### src/rtl/xsp_pkg.sv
// ----------------------------------------------------------------------------
// xsp_pkg: shared types and constants of the scalar text parser
// target mode codes, status codes, character codes and the string summary
// ----------------------------------------------------------------------------
`default_nettype none

package xsp_pkg;

   localparam logic [3:0] MODE_BOOL = 4'd0;
   localparam logic [3:0] MODE_S8   = 4'd1;
   localparam logic [3:0] MODE_U8   = 4'd2;
   localparam logic [3:0] MODE_S16  = 4'd3;
   localparam logic [3:0] MODE_U16  = 4'd4;
   localparam logic [3:0] MODE_S32  = 4'd5;
   localparam logic [3:0] MODE_U32  = 4'd6;
   localparam logic [3:0] MODE_S64  = 4'd7;
   localparam logic [3:0] MODE_U64  = 4'd8;
   localparam logic [3:0] MODE_CHAR = 4'd9;

   localparam logic [1:0] ST_OK       = 2'd0;
   localparam logic [1:0] ST_FORMAT   = 2'd1;
   localparam logic [1:0] ST_OVERFLOW = 2'd2;

   localparam logic [7:0] CH_SPACE = 8'h20;
   localparam logic [7:0] CH_TAB   = 8'h09;
   localparam logic [7:0] CH_LF    = 8'h0A;
   localparam logic [7:0] CH_CR    = 8'h0D;
   localparam logic [7:0] CH_PLUS  = 8'h2B;
   localparam logic [7:0] CH_MINUS = 8'h2D;
   localparam logic [7:0] CH_ZERO  = 8'h30;
   localparam logic [7:0] CH_NINE  = 8'h39;

   // literal bits in order true, false, 1, 0
   localparam int LIT_TRUE  = 0;
   localparam int LIT_FALSE = 1;
   localparam int LIT_ONE   = 2;
   localparam int LIT_NULL  = 3;

   typedef struct packed {
      logic        too_long;
      logic        body_zero;
      logic        body_one;
      logic        body_four;
      logic        body_five;
      logic        negative;
      logic        digit_seen;
      logic        digits_ovf;
      logic        format_bad;
      logic [7:0]  first_byte;
      logic [3:0]  word_match;
      logic [63:0] magnitude;
   } summary_type;

   function automatic logic is_trim(input logic [7:0] b);
      return (b == CH_SPACE) || (b == CH_TAB) || (b == CH_LF) || (b == CH_CR);
   endfunction

   // mask of literals whose character at pos equals b
   function automatic logic [3:0] lit_hit(input logic [2:0] pos, input logic in_range,
                                          input logic [7:0] b);
      logic [3:0] hit;
      hit = 4'b0000;
      if (in_range) begin
         case (pos)
            3'd0: begin
               hit[LIT_TRUE]  = (b == "t");
               hit[LIT_FALSE] = (b == "f");
               hit[LIT_ONE]   = (b == "1");
               hit[LIT_NULL]  = (b == "0");
            end
            3'd1: begin
               hit[LIT_TRUE]  = (b == "r");
               hit[LIT_FALSE] = (b == "a");
            end
            3'd2: begin
               hit[LIT_TRUE]  = (b == "u");
               hit[LIT_FALSE] = (b == "l");
            end
            3'd3: begin
               hit[LIT_TRUE]  = (b == "e");
               hit[LIT_FALSE] = (b == "s");
            end
            3'd4: begin
               hit[LIT_FALSE] = (b == "e");
            end
            default: begin
               hit = 4'b0000;
            end
         endcase
      end
      return hit;
   endfunction

endpackage

`default_nettype wire

### src/rtl/xsp_req_if.sv
// ----------------------------------------------------------------------------
// xsp_req_if: input channel of the scalar text parser
// one string byte per word with target mode and end markers
// ----------------------------------------------------------------------------
`default_nettype none

interface xsp_req_if;
   logic       valid;
   logic       ready;
   logic [3:0] mode;
   logic [7:0] char_byte;
   logic       no_byte;
   logic       last;

   modport source (output valid, output mode, output char_byte, output no_byte,
                   output last, input ready);
   modport sink (input valid, input mode, input char_byte, input no_byte,
                 input last, output ready);
endinterface

`default_nettype wire

### src/rtl/xsp_rsp_if.sv
// ----------------------------------------------------------------------------
// xsp_rsp_if: result channel of the scalar text parser
// one decoded value and status per word
// ----------------------------------------------------------------------------
`default_nettype none

interface xsp_rsp_if;
   logic        valid;
   logic        ready;
   logic [63:0] value;
   logic [1:0]  status;

   modport source (output valid, output value, output status, input ready);
   modport sink (input valid, input value, input status, output ready);
endinterface

`default_nettype wire

### src/rtl/xsp_accum.sv
// ----------------------------------------------------------------------------
// xsp_accum: per-string scan state
// trims whitespace, tracks literal matches, sign and decimal magnitude
// ----------------------------------------------------------------------------
`default_nettype none

module xsp_accum
   import xsp_pkg::*;
#(
   parameter int BUFFER_BYTES = 128
) (
   input  wire logic        clock,
   input  wire logic        reset,
   input  wire logic        step,
   input  wire logic [7:0]  char_byte,
   input  wire logic        no_byte,
   input  wire logic        last,
   output summary_type      summary
);

   localparam int CW = $clog2(BUFFER_BYTES + 1);
   localparam logic [CW-1:0] CNT_MAX = CW'(BUFFER_BYTES);

   localparam logic [1:0] PH_LEAD  = 2'd0;
   localparam logic [1:0] PH_BODY  = 2'd1;
   localparam logic [1:0] PH_TRAIL = 2'd2;

   logic [1:0]    phase_ff, phase_in;
   logic [CW-1:0] raw_cnt_ff, raw_cnt_in;
   logic [CW-1:0] body_cnt_ff, body_cnt_in;
   logic          neg_ff, neg_in;
   logic          digit_ff, digit_in;
   logic [63:0]   mag_ff, mag_in;
   logic          ovf_ff, ovf_in;
   logic          bad_ff, bad_in;
   logic [7:0]    first_ff, first_in;
   logic [3:0]    wm_ff, wm_in;

   logic [CW-1:0] pos;
   logic [31:0]   pos_wide;
   logic [67:0]   mag_wide;
   logic [67:0]   prod;
   logic [3:0]    digit;
   logic          ends;

   assign ends     = no_byte || last;
   assign digit    = 4'(char_byte - CH_ZERO);
   assign mag_wide = {4'b0000, mag_ff};
   assign prod     = (mag_wide << 3) + (mag_wide << 1) + {64'd0, digit};

   always_comb begin
      phase_in    = phase_ff;
      raw_cnt_in  = raw_cnt_ff;
      body_cnt_in = body_cnt_ff;
      neg_in      = neg_ff;
      digit_in    = digit_ff;
      mag_in      = mag_ff;
      ovf_in      = ovf_ff;
      bad_in      = bad_ff;
      first_in    = first_ff;
      wm_in       = wm_ff;
      pos         = body_cnt_ff;
      pos_wide    = 32'(pos);
      if (!no_byte) begin
         if (raw_cnt_ff < CNT_MAX) begin
            raw_cnt_in = raw_cnt_ff + 1'b1;
         end
         if (is_trim(char_byte)) begin
            if (phase_ff == PH_BODY) begin
               phase_in = PH_TRAIL;
            end
         end else begin
            // inner whitespace spoils the body
            if (phase_ff == PH_TRAIL) begin
               wm_in  = 4'b0000;
               bad_in = 1'b1;
               if (body_cnt_in < CNT_MAX) begin
                  body_cnt_in = body_cnt_in + 1'b1;
               end
            end
            phase_in = PH_BODY;
            pos      = body_cnt_in;
            pos_wide = 32'(pos);
            if (pos == '0) begin
               first_in = char_byte;
            end
            wm_in = wm_in & lit_hit(3'(pos_wide), pos_wide < 32'd5, char_byte);
            if (!bad_in) begin
               if (((char_byte == CH_PLUS) || (char_byte == CH_MINUS)) && (pos == '0)) begin
                  neg_in = (char_byte == CH_MINUS);
               end else if ((char_byte >= CH_ZERO) && (char_byte <= CH_NINE)) begin
                  digit_in = 1'b1;
                  if (!ovf_ff) begin
                     if (prod[67:64] != 4'b0000) begin
                        ovf_in = 1'b1;
                     end else begin
                        mag_in = prod[63:0];
                     end
                  end
               end else begin
                  bad_in = 1'b1;
               end
            end
            if (body_cnt_in < CNT_MAX) begin
               body_cnt_in = body_cnt_in + 1'b1;
            end
         end
      end
   end

   always_comb begin
      summary.too_long   = (raw_cnt_in >= CNT_MAX);
      summary.body_zero  = (body_cnt_in == '0);
      summary.body_one   = (32'(body_cnt_in) == 32'd1);
      summary.body_four  = (32'(body_cnt_in) == 32'd4);
      summary.body_five  = (32'(body_cnt_in) == 32'd5);
      summary.negative   = neg_in;
      summary.digit_seen = digit_in;
      summary.digits_ovf = ovf_in;
      summary.format_bad = bad_in;
      summary.first_byte = first_in;
      summary.word_match = wm_in;
      summary.magnitude  = mag_in;
   end

   always_ff @(posedge clock) begin
      if (reset || (step && ends)) begin
         phase_ff    <= PH_LEAD;
         raw_cnt_ff  <= '0;
         body_cnt_ff <= '0;
         neg_ff      <= 1'b0;
         digit_ff    <= 1'b0;
         mag_ff      <= 64'd0;
         ovf_ff      <= 1'b0;
         bad_ff      <= 1'b0;
         first_ff    <= 8'd0;
         wm_ff       <= 4'b1111;
      end else if (step) begin
         phase_ff    <= phase_in;
         raw_cnt_ff  <= raw_cnt_in;
         body_cnt_ff <= body_cnt_in;
         neg_ff      <= neg_in;
         digit_ff    <= digit_in;
         mag_ff      <= mag_in;
         ovf_ff      <= ovf_in;
         bad_ff      <= bad_in;
         first_ff    <= first_in;
         wm_ff       <= wm_in;
      end
   end

endmodule

`default_nettype wire

### src/rtl/xsp_finish.sv
// ----------------------------------------------------------------------------
// xsp_finish: result formation for one completed string
// picks bool, char or integer result and checks range and format
// ----------------------------------------------------------------------------
`default_nettype none

module xsp_finish
   import xsp_pkg::*;
(
   input  wire logic [3:0]  mode,
   input  summary_type      summary,
   output logic [63:0]      value,
   output logic [1:0]       status
);

   logic        is_signed;
   logic        range64;
   logic        target_ovf;
   logic [63:0] max_pos;
   logic [63:0] mag;
   logic [63:0] mag_neg;

   assign mag       = summary.magnitude;
   assign mag_neg   = ~mag + 64'd1;
   assign is_signed = mode[0];

   always_comb begin
      unique case (mode)
         MODE_S8:  max_pos = 64'h0000_0000_0000_007F;
         MODE_U8:  max_pos = 64'h0000_0000_0000_00FF;
         MODE_S16: max_pos = 64'h0000_0000_0000_7FFF;
         MODE_U16: max_pos = 64'h0000_0000_0000_FFFF;
         MODE_S32: max_pos = 64'h0000_0000_7FFF_FFFF;
         MODE_U32: max_pos = 64'h0000_0000_FFFF_FFFF;
         MODE_S64: max_pos = 64'h7FFF_FFFF_FFFF_FFFF;
         default:  max_pos = 64'hFFFF_FFFF_FFFF_FFFF;
      endcase
   end

   always_comb begin
      if (is_signed) begin
         range64 = summary.digits_ovf ||
                   (summary.negative ? (mag > 64'h8000_0000_0000_0000)
                                     : (mag > 64'h7FFF_FFFF_FFFF_FFFF));
         // negative limit is one past the positive one
         target_ovf = summary.negative ? ((mag != 64'd0) && ((mag - 64'd1) > max_pos))
                                       : (mag > max_pos);
      end else begin
         range64    = summary.digits_ovf;
         target_ovf = (mag > max_pos);
      end
   end

   always_comb begin
      value  = 64'd0;
      status = ST_FORMAT;
      if (!summary.too_long && (mode <= MODE_CHAR)) begin
         case (mode)
            MODE_BOOL: begin
               if ((summary.word_match[LIT_TRUE] && summary.body_four) ||
                   (summary.word_match[LIT_ONE] && summary.body_one)) begin
                  value  = 64'd1;
                  status = ST_OK;
               end else if ((summary.word_match[LIT_FALSE] && summary.body_five) ||
                            (summary.word_match[LIT_NULL] && summary.body_one)) begin
                  status = ST_OK;
               end
            end
            MODE_CHAR: begin
               if (summary.body_one) begin
                  value  = {56'd0, summary.first_byte};
                  status = ST_OK;
               end
            end
            default: begin
               if (summary.body_zero) begin
                  status = ST_FORMAT;
               end else if (!is_signed && (summary.first_byte == CH_MINUS)) begin
                  status = ST_FORMAT;
               end else if (range64) begin
                  status = ST_OVERFLOW;
               end else if (summary.format_bad || !summary.digit_seen) begin
                  status = ST_FORMAT;
               end else if (target_ovf) begin
                  status = ST_OVERFLOW;
               end else begin
                  value  = (is_signed && summary.negative) ? mag_neg : mag;
                  status = ST_OK;
               end
            end
         endcase
      end
   end

endmodule

`default_nettype wire

### src/rtl/xsd_scalar_text_parser_unit.sv
// ----------------------------------------------------------------------------
// xsd_scalar_text_parser_unit: decimal / boolean / char text decoder
// decodes one trimmed short string, fed a byte per word, into a 64-bit result
// ----------------------------------------------------------------------------
//   channel | dir | handshake     | payload
//   req_bus | in  | valid / ready | mode, char_byte, no_byte, last
//   rsp_bus | out | valid / ready | value, status
//
//   one byte word per cycle sustained unless an ending word waits on the
//   summary stage; a result passes the summary, then the result stage
//   the scan loop is one multiply-by-ten add per byte on the magnitude register
//   reset clears all scan state and empties every stage
//   a stalled result holds the summary stage, then an ending input word, then ready
// ----------------------------------------------------------------------------
`default_nettype none

module xsd_scalar_text_parser_unit
   import xsp_pkg::*;
#(
   parameter int BUFFER_BYTES = 128
) (
   input wire logic  clock,
   input wire logic  reset,
   xsp_req_if.sink   req_bus,
   xsp_rsp_if.source rsp_bus
);

   logic        in_valid_ff;
   logic [3:0]  in_mode_ff;
   logic [7:0]  in_byte_ff;
   logic        in_no_byte_ff;
   logic        in_last_ff;

   logic        sum_valid_ff;
   logic [3:0]  sum_mode_ff;
   summary_type sum_ff;

   logic        rsp_valid_ff;
   logic [63:0] rsp_value_ff;
   logic [1:0]  rsp_status_ff;

   summary_type summary;
   logic [63:0] res_value;
   logic [1:0]  res_status;
   logic        in_ends;
   logic        in_go;
   logic        sum_go;
   logic        sum_free;
   logic        rsp_free;

   assign rsp_free = !rsp_valid_ff || rsp_bus.ready;
   assign sum_go   = sum_valid_ff && rsp_free;
   assign sum_free = !sum_valid_ff || sum_go;
   assign in_ends  = in_no_byte_ff || in_last_ff;
   assign in_go    = in_valid_ff && (!in_ends || sum_free);

   assign req_bus.ready  = !in_valid_ff || in_go;
   assign rsp_bus.valid  = rsp_valid_ff;
   assign rsp_bus.value  = rsp_value_ff;
   assign rsp_bus.status = rsp_status_ff;

   xsp_accum #(
      .BUFFER_BYTES (BUFFER_BYTES)
   ) u_accum (
      .clock     (clock),
      .reset     (reset),
      .step      (in_go),
      .char_byte (in_byte_ff),
      .no_byte   (in_no_byte_ff),
      .last      (in_last_ff),
      .summary   (summary)
   );

   xsp_finish u_finish (
      .mode    (sum_mode_ff),
      .summary (sum_ff),
      .value   (res_value),
      .status  (res_status)
   );

   // input stage
   always_ff @(posedge clock) begin
      if (reset) begin
         in_valid_ff <= 1'b0;
      end else if (req_bus.valid && req_bus.ready) begin
         in_valid_ff <= 1'b1;
      end else if (in_go) begin
         in_valid_ff <= 1'b0;
      end
      if (req_bus.valid && req_bus.ready) begin
         in_mode_ff    <= req_bus.mode;
         in_byte_ff    <= req_bus.char_byte;
         in_no_byte_ff <= req_bus.no_byte;
         in_last_ff    <= req_bus.last;
      end
   end

   // summary stage
   always_ff @(posedge clock) begin
      if (reset) begin
         sum_valid_ff <= 1'b0;
      end else if (in_go && in_ends) begin
         sum_valid_ff <= 1'b1;
      end else if (sum_go) begin
         sum_valid_ff <= 1'b0;
      end
      if (in_go && in_ends) begin
         sum_mode_ff <= in_mode_ff;
         sum_ff      <= summary;
      end
   end

   // result stage
   always_ff @(posedge clock) begin
      if (reset) begin
         rsp_valid_ff <= 1'b0;
      end else if (sum_go) begin
         rsp_valid_ff <= 1'b1;
      end else if (rsp_bus.ready) begin
         rsp_valid_ff <= 1'b0;
      end
      if (sum_go) begin
         rsp_value_ff  <= res_value;
         rsp_status_ff <= res_status;
      end
   end

`ifndef NO_ASSERTIONS
   a_ready_low_busy: assert property (@(posedge clock) disable iff (reset)
      !req_bus.ready |-> in_valid_ff)
      else $error("ready low with empty input stage");

   a_end_reaches_summary: assert property (@(posedge clock) disable iff (reset)
      in_go && in_ends |=> sum_valid_ff)
      else $error("ending word did not reach summary stage");

   a_summary_holds: assert property (@(posedge clock) disable iff (reset)
      sum_valid_ff && !rsp_free |=> sum_valid_ff && $stable(sum_ff))
      else $error("summary dropped during stall");

   a_error_zero_value: assert property (@(posedge clock) disable iff (reset)
      rsp_valid_ff && (rsp_status_ff != ST_OK) |-> rsp_value_ff == 64'd0)
      else $error("nonzero value on error result");
`endif

endmodule

`default_nettype wire
### src/flat_wrapper.sv
// flat-port wrapper written by rule: the top's interface ports become plain ports
module xsd_scalar_text_parser_unit_flat import xsp_pkg::*;
#(
   parameter int BUFFER_BYTES = 128
)
  (clock, reset, req_bus_valid, req_bus_mode, req_bus_char_byte, req_bus_no_byte, req_bus_last, req_bus_ready, rsp_bus_valid, rsp_bus_value, rsp_bus_status, rsp_bus_ready);
  xsp_req_if req_bus_i ();
  xsp_rsp_if rsp_bus_i ();
  input wire logic clock;
  input wire logic reset;
  input wire logic [$bits(req_bus_i.valid)-1:0] req_bus_valid;
  input wire logic [$bits(req_bus_i.mode)-1:0] req_bus_mode;
  input wire logic [$bits(req_bus_i.char_byte)-1:0] req_bus_char_byte;
  input wire logic [$bits(req_bus_i.no_byte)-1:0] req_bus_no_byte;
  input wire logic [$bits(req_bus_i.last)-1:0] req_bus_last;
  output wire logic [$bits(req_bus_i.ready)-1:0] req_bus_ready;
  output wire logic [$bits(rsp_bus_i.valid)-1:0] rsp_bus_valid;
  output wire logic [$bits(rsp_bus_i.value)-1:0] rsp_bus_value;
  output wire logic [$bits(rsp_bus_i.status)-1:0] rsp_bus_status;
  input wire logic [$bits(rsp_bus_i.ready)-1:0] rsp_bus_ready;
  assign req_bus_i.valid = req_bus_valid;
  assign req_bus_i.mode = req_bus_mode;
  assign req_bus_i.char_byte = req_bus_char_byte;
  assign req_bus_i.no_byte = req_bus_no_byte;
  assign req_bus_i.last = req_bus_last;
  assign req_bus_ready = req_bus_i.ready;
  assign rsp_bus_valid = rsp_bus_i.valid;
  assign rsp_bus_value = rsp_bus_i.value;
  assign rsp_bus_status = rsp_bus_i.status;
  assign rsp_bus_i.ready = rsp_bus_ready;
  xsd_scalar_text_parser_unit #(.BUFFER_BYTES(BUFFER_BYTES)) u_core (.clock(clock), .reset(reset), .req_bus(req_bus_i), .rsp_bus(rsp_bus_i));
endmodule
### config.mk
export PLATFORM = sky130hd
export DESIGN_NAME = xsd_scalar_text_parser_unit_flat
export DESIGN_NICKNAME = d
export VERILOG_FILES = /design/src/rtl/xsp_pkg.sv /design/src/rtl/xsp_req_if.sv /design/src/rtl/xsp_rsp_if.sv /design/src/rtl/xsp_accum.sv /design/src/rtl/xsp_finish.sv /design/src/rtl/xsd_scalar_text_parser_unit.sv /design/src/flat_wrapper.sv
export SDC_FILE = /design/constraint.sdc
export NUM_CORES = 1
export LEC_CHECK = 0
export ABC_CLOCK_PERIOD_IN_PS = 6800
export BUFFER_PORTS_ARGS = -buffer_cell sky130_fd_sc_hd__buf_2
export CAP_MARGIN = 0
export CORE_MARGIN = 2
export CORE_UTILIZATION = 58
export DETAILED_ROUTE_END_ITERATION = 16
export PLACE_DENSITY = 0.75
export SLEW_MARGIN = 10
export SYNTH_ARGS = -nofsm -noshare
export SYNTH_HDL_FRONTEND = slang
export SYNTH_SLANG_ARGS = --single-unit
### constraint.sdc
create_clock -name clock -period 6.8 [get_ports clock]
set_input_delay 0.34 -clock clock [delete_from_list [all_inputs] [get_ports clock]]
set_output_delay 0.34 -clock clock [all_outputs]
set_load 0.02 [all_outputs]
# Word-level counts from Yosys, hierarchy flattened
# Cells that the tools add are included.
dict set report word_totals {
  wordCells 220
  inputBits 18
  latchBits 0
  rom_bits 0
  ff_bits 270
  ramBits 0
  memories 0
  out_inout_bits 68
}
dict set report classes {
  multipliers 0
  addsub 8
  shifts 0
  muxes 85
  n_reduce_logical 45
  n_eq_ne 35
  n_div 0
  n_bitwise 3
  n_lt_le_gt_ge 12
}
# operator n
set ops {}
lappend ops {{$mux 64} 13}
lappend ops {{$pmux 64 s7} 1}
lappend ops {{$gt 64x64->1} 2}
lappend ops {{$pmux 64 s2} 1}
lappend ops {{$mux 8} 13}
lappend ops {{$add 67x65->68} 1}
lappend ops {{$add 68x4->68} 1}
lappend ops {{$add 64x1->64 const B} 1}
lappend ops {{$eq 8x7->1 const B} 8}
lappend ops {{$gt 64x63->1 const B} 1}
lappend ops {{$gt 64x64->1 const B} 1}
lappend ops {{$not 64->64} 1}
lappend ops {{$reduce_bool 64->1} 1}
lappend ops {{$sub 64x1->64 const B} 1}
lappend ops {{$eq 8x6->1 const B} 6}
lappend ops {{$mux 1} 38}
lappend ops {{$mux 4} 8}
lappend ops {{$add 8x1->8 const B} 3}
lappend ops {{$eq 8x4->1 const B} 3}
lappend ops {{$lt 8x8->1 const B} 3}
lappend ops {{$eq 4x3->1 const B} 4}
lappend ops {{$eq 8x3->1 const B} 2}
lappend ops {{$logic_not 8->1} 2}
lappend ops {{$mux 2} 8}
lappend ops {{other kinds (29)} 65}

# Longest topological paths before layout
dict set report logic_depth {
  depth_word 14
  ltp_mapped 22
  mapped_depth_nobuf 19
}

# Modules after synthesis
# Synthesis repeated with hierarchy kept, for this count alone.
dict set report unflattened {
  cells_unflattened 2227
  area_unflattened_um2 21386.8
}
# mod seq_area_each_um2 cells_per_inst area_per_inst_um2 instances
set by_module_without_submodules {}
lappend by_module_without_submodules {xsp_accum 1961.9 1289 10916.7 1}
lappend by_module_without_submodules {xsp_finish 0.0 752 5238.8 1}
lappend by_module_without_submodules {xsd_scalar_text_parser_unit 5134.9 186 5231.3 1}

# Least setup slack after synthesis
# OpenSTA, ideal clock, no wires.
dict set report synth_path {
  path_type {register to register}
  startpoint {reg u_core.sum_mode_ff[0]}
  endpoint {reg u_core.rsp_value_ff[10] (netlist: u_core.rsp_bus.value[10]), data pin}
  period_less_slack_ps 7155
  arrival_ps 7001
  n_path_buf 3
  required_time_ps 6647
  setup_slack_ps -355
  path_stages_with_launch 16
  setup_time_ps 153
  path_cell_list {edfxtp_1 -> clkbuf_1 -> nor3_1 -> nor3_1 -> ha_1 -> a21o_1 -> a21oi_1 -> nor2b_1 -> o311a_1 -> a2111oi_0 -> o22ai_1 -> o21ai_1 -> o211ai_1 -> buf_6 -> buf_8 -> nor3_2}
}
dict set report synth_between {
  elab_chain_len 12
  word_cells_on_any_way 28
  classes_between {order compare (3); eq/ne (8); mux (11); reduce/logical (6)}
}
# element line
set synth_lines {}
lappend synth_lines {{start: declaration} xsd_scalar_text_parser_unit.sv:35} ;# logic [3:0] sum_mode_ff;
lappend synth_lines {{start signal: assignment} xsd_scalar_text_parser_unit.sv:108} ;# sum_mode_ff <= in_mode_ff;
lappend synth_lines {{$eq 4x3->1 (tied with other cells)} xsp_finish.sv:28} ;# unique case (mode)
lappend synth_lines {{$pmux 64 s7} xsp_finish.sv:28}
lappend synth_lines {{$gt 64x64->1} xsp_finish.sv:46} ;# target_ovf = summary.negative ? ((mag != 64'd0) && ((mag - 64'd1) > max_pos))
lappend synth_lines {{$logic_and 1x1->1} xsp_finish.sv:46}
lappend synth_lines {{$mux 1} xsp_finish.sv:46}
lappend synth_lines {{$mux 1} xsp_finish.sv:41} ;# if (is_signed) begin
lappend synth_lines {{$mux 64} xsp_finish.sv:84} ;# end else if (target_ovf) begin
lappend synth_lines {{$mux 64} xsp_finish.sv:82} ;# end else if (summary.format_bad || !summary.digit_seen) begin
lappend synth_lines {{$mux 64} xsp_finish.sv:80} ;# end else if (range64) begin
lappend synth_lines {{$mux 64} xsp_finish.sv:78} ;# end else if (!is_signed && (summary.first_byte == CH_MINUS)) begin
lappend synth_lines {{$mux 64} xsp_finish.sv:76} ;# if (summary.body_zero) begin
lappend synth_lines {{$pmux 64 s2} xsp_finish.sv:58} ;# case (mode)
lappend synth_lines {{end signal: assignment} xsd_scalar_text_parser_unit.sv:123} ;# rsp_value_ff <= res_value;
lappend synth_lines {{end: declaration} xsd_scalar_text_parser_unit.sv:39} ;# logic [63:0] rsp_value_ff;
# Several ways; a longest one is shown, not always the timed one.
# A chain may end at the register's enable or synchronous reset.

# Worst setup path in the final report
dict set report layout_path {
  startpoint {reg u_core.sum_ff[8] (netlist name)}
  endpoint {reg u_core.rsp_value_ff[4] (netlist: u_core.rsp_bus.value[4]), data pin}
}
dict set report layout_between {
  elab_chain_len 11
  word_cells_on_any_way 18
  classes_between {add/sub (1); order compare (4); mux (10); reduce/logical (3)}
}
# element line
set layout_lines {}
lappend layout_lines {{start: declaration} xsd_scalar_text_parser_unit.sv:36} ;# summary_type sum_ff;
lappend layout_lines {{start signal: assignment} xsd_scalar_text_parser_unit.sv:109} ;# sum_ff <= summary;
lappend layout_lines {{$sub 64x1->64} xsp_finish.sv:46}
lappend layout_lines {{$gt 64x64->1} xsp_finish.sv:46}
lappend layout_lines {{$logic_and 1x1->1} xsp_finish.sv:46}
lappend layout_lines {{$mux 1} xsp_finish.sv:46}
lappend layout_lines {{$mux 1} xsp_finish.sv:41}
lappend layout_lines {{$mux 64} xsp_finish.sv:84}
lappend layout_lines {{$mux 64} xsp_finish.sv:82}
lappend layout_lines {{$mux 64 *} xsp_finish.sv:80}
lappend layout_lines {{$mux 64 *} xsp_finish.sv:78}
lappend layout_lines {{$mux 64 *} xsp_finish.sv:76}
lappend layout_lines {{$pmux 64 s2 *} xsp_finish.sv:58}
# Mark *: on every way between the ends. The rest lies on a longest branch, timed or not.

==> out/qor.yml <==
pwr-share-clk: 0.448
crit_buf_inv: 1
clock_skew_ns: 0.0118
placedCellCount: 2794
status: "finished, final reports clean"
postRouteWirelength_um: 55600
power.internal_mw: 2.87
synth_cells: 2332
vias_per_cell: 6.30
die-area_sq_um: 39000
seqPwrFrac: 0.482
syn_to_final_growth_pct: 8.27
maxSlewHeadroom: 0.286
grt.total_usage: 0.282
final_common_cell: "nand2_1"
slowest_stage: "or4_1"
portBuffers: 85
fin_tns_setup_ns: 0
seq_area_sq_um: 7100
cts_tree: "yes"
nFillCells: 2969
syn-mean-instance-area_sq_um: 9.32
yosys-top-cells-area: "edfxtp_1, ha_1, dfxtp_1"
start_util: 0.591
clkLatencyLatePin_ns: 0.56
clock_sinks: 270
yosys.area.top_type: "edfxtp_1"
crit_required_ns: 7.17
report.final.slew_viol_count: 0
clockBufferDepth: 3
rsz0062_at_grt: "false"
met3_usage: 0.0389
ant_nets: 0
holdWs_ns: 0.0445
path_class: "register to register"
place.gp.congestion: 0.924
die_h_um: 198
grtUsageMet1: 0.401
grt_max_degree: 70
grt_pass1_vias: 16800
drive_gt1_frac: 0.111
synth.distinct_cells: 93
critical-path-top-delay-family: "simple AND/OR/NAND/NOR gates"
cts_max_level: 1
final_util: 0.640
met2_usage: 0.438
syn-num-nets: 2603
ctsHoldBuffers: 15
leakagePower_nw: 10.0
cap_violations: 0
ys_ff_latch: 270
fin_crit_sh: 0.876
die-width_um: 198
setup_viol: 0
swShare: 0.236
peakVddDrop_v: 0.000141
coreArea_sq_um: 36800
top_usage_layer: "met2"
switchingPower_uw: 886
period_minus_slack_ns: 5.96
nNetsFinal: 2644
grt_pass1_wl_um: 87800
p_per_area_nw_per_um2: 160
cts_buffers: 30
dp_hpwl_um: 42500
tightest_slew_ns: 1.06
slowest_delay_ns: 0.52
ctsResizeCount: 0
instances_no_fill: 2867
synth_ff_type: "edfxtp_1"
hold_violations: 0
worstPathCellList: "nor4_1, and4_1, nand4b_2, nand2b_1, nor2b_1, nand3_2, nor3_1, xor2_1, ha_1, nand4_1, nor3_1, nand4_1, or4_1, o21ai_0, a21oi_1, a21oi_2, o211ai_1, buf_12, o31ai_1"
final_cell_mix: "nand2_1, ha_1, nor2_1"
drc: 0
yosysWarnings: 0
multi_input_area_sq_um: 13900
cts_setup_buffers: 0
start_kind: "register"
clock.fmax_ghz: 0.168
ys_seq_area_frac: 0.327
p_comb_frac: 0.071
drt_iter0_markers: 1644
cts_root_buffer: "clkbuf_16"
dpl_worst_slack_ns: 0.943
avgRoutedWirePerCell_um: 19.4
vias: 18100
ys_async_sr_fraction: 0
antenna_found_initial: 2
synth_top_area_share: 0.234
min_path_type: "primary input to register"
grt_overflow_total: 0
dr.pass1.iters: 6
critPathMaxFanout: 64
worstPathArrival_ns: 6.33
cts.clk_slew.worst_paths_ns: 0.06
synth_edf_count: 169
row_count: 70
worstSetupEndpointType: "register"
setup_slack_ns: 0.844
syn_area_sq_um: 21700
io_pins: 86
[power groups by stage]
stage / registers (mW) / clock network [mW] / logic [mW]
final: 1.81 / 1.68 / 0.265
after detailed placement: 1.84 / 0 / 0.254
after CTS: 1.81 / 1.71 / 0.262
after floorplan: 1.84 / 0 / 0.184
after global routing: 1.81 / 1.77 / 0.288
after global placement: 1.84 / 0 / 0.248
[flip-flops by register name (all words and copies together), names as in the netlist, 2 cells and up]
register	count
u_core.in_mode_ff	4
u_core.in_byte_ff	8
u_core.u_accum.body_cnt_ff	8
u_core.u_accum.phase_ff	2
u_core.sum_ff	85
u_core.u_accum.raw_cnt_ff	8
u_core.sum_mode_ff	4
u_core.u_accum.mag_ff	64
u_core.u_accum.first_ff	8
u_core.rsp_bus.value	64
u_core.rsp_bus.status	2
u_core.u_accum.wm_ff	4
[final timing paths]
check             slack, ns            startpoint                 endpoint  depth (start not counted)
setup / recovery       0.84      u_core.sum_ff[8]  u_core.rsp_bus.value[4]                         19
hold reg to reg        0.42  u_core.in_mode_ff[3]    u_core.sum_mode_ff[3]                          0
setup reg to reg       0.84      u_core.sum_ff[8]  u_core.rsp_bus.value[4]                         19
hold / removal         0.04         req_bus_valid       u_core.in_valid_ff                          3
[cell usage after synthesis, types with 27 or more instances]
| library cell | instances |
|---|---|
| o21ai_0 | 94 |
| a21o_1 | 48 |
| o211ai_1 | 27 |
| dfxtp_1 | 101 |
| nor3_2 | 52 |
| xnor2_1 | 87 |
| clkbuf_1 | 72 |
| nor2_1 | 181 |
| nand3_1 | 40 |
| mux2_1 | 56 |
| ha_1 | 251 |
| nand4_1 | 56 |
| or3_1 | 28 |
| mux2i_1 | 72 |
| edfxtp_1 | 169 |
| nand2_1 | 277 |
| nor3_1 | 70 |
| xor2_1 | 96 |
| inv_1 | 36 |
| a21oi_1 | 139 |
[metrics by stage]
step / power (mW) / cell area (sq um)
after CTS: 3.78 / 23500
after detailed placement: 2.10 / 22300
after global routing: 3.87 / 23500
after global placement: 2.09 / 22300
after floorplan: 2.02 / 21700
final: 3.76 / 23500
[worst min-delay path, delay by kind of cell]
family | cells | cell delay, ns
buffers and inverters | 2 | 0.11
AO/OA/AOI/OAI | 1 | 0.11
[cell families (layout without fill, tap and decap cells)]
logic type | after synthesis | after routing | share of synthesized area
AND/OR/NAND/NOR | 859 | 859 | 0.207
multiplexers | 143 | 143 | 0.0700
flip-flops | 270 | 270 | 0.327
XOR/XNOR | 183 | 183 | 0.0738
adder cells (fa/ha/maj) | 253 | 253 | 0.146
AO/OA/AOI/OAI | 476 | 476 | 0.142
other | 0 | 2 | 0
buffers and inverters | 148 | 213 | 0.0344
[final cells by class]
type                       instances  area share
multi-input combinational       1914       0.592
antenna                            2    0.000213
tap                              468      0.0249
timing repair buffer             121      0.0317
sequential                       270       0.302
clock inverter                    17     0.00872
clock buffer                      39      0.0351
inverter                          36     0.00580
[routing by layer]
metal / share of wire / up-vias
met4: 0.032 / 0
met5: 0 / -
met3: 0.075 / 99
li1: - / 8729
met2: 0.44 / 649
met1: 0.45 / 8597
Note: power is estimated with default switching activity, not from simulation.
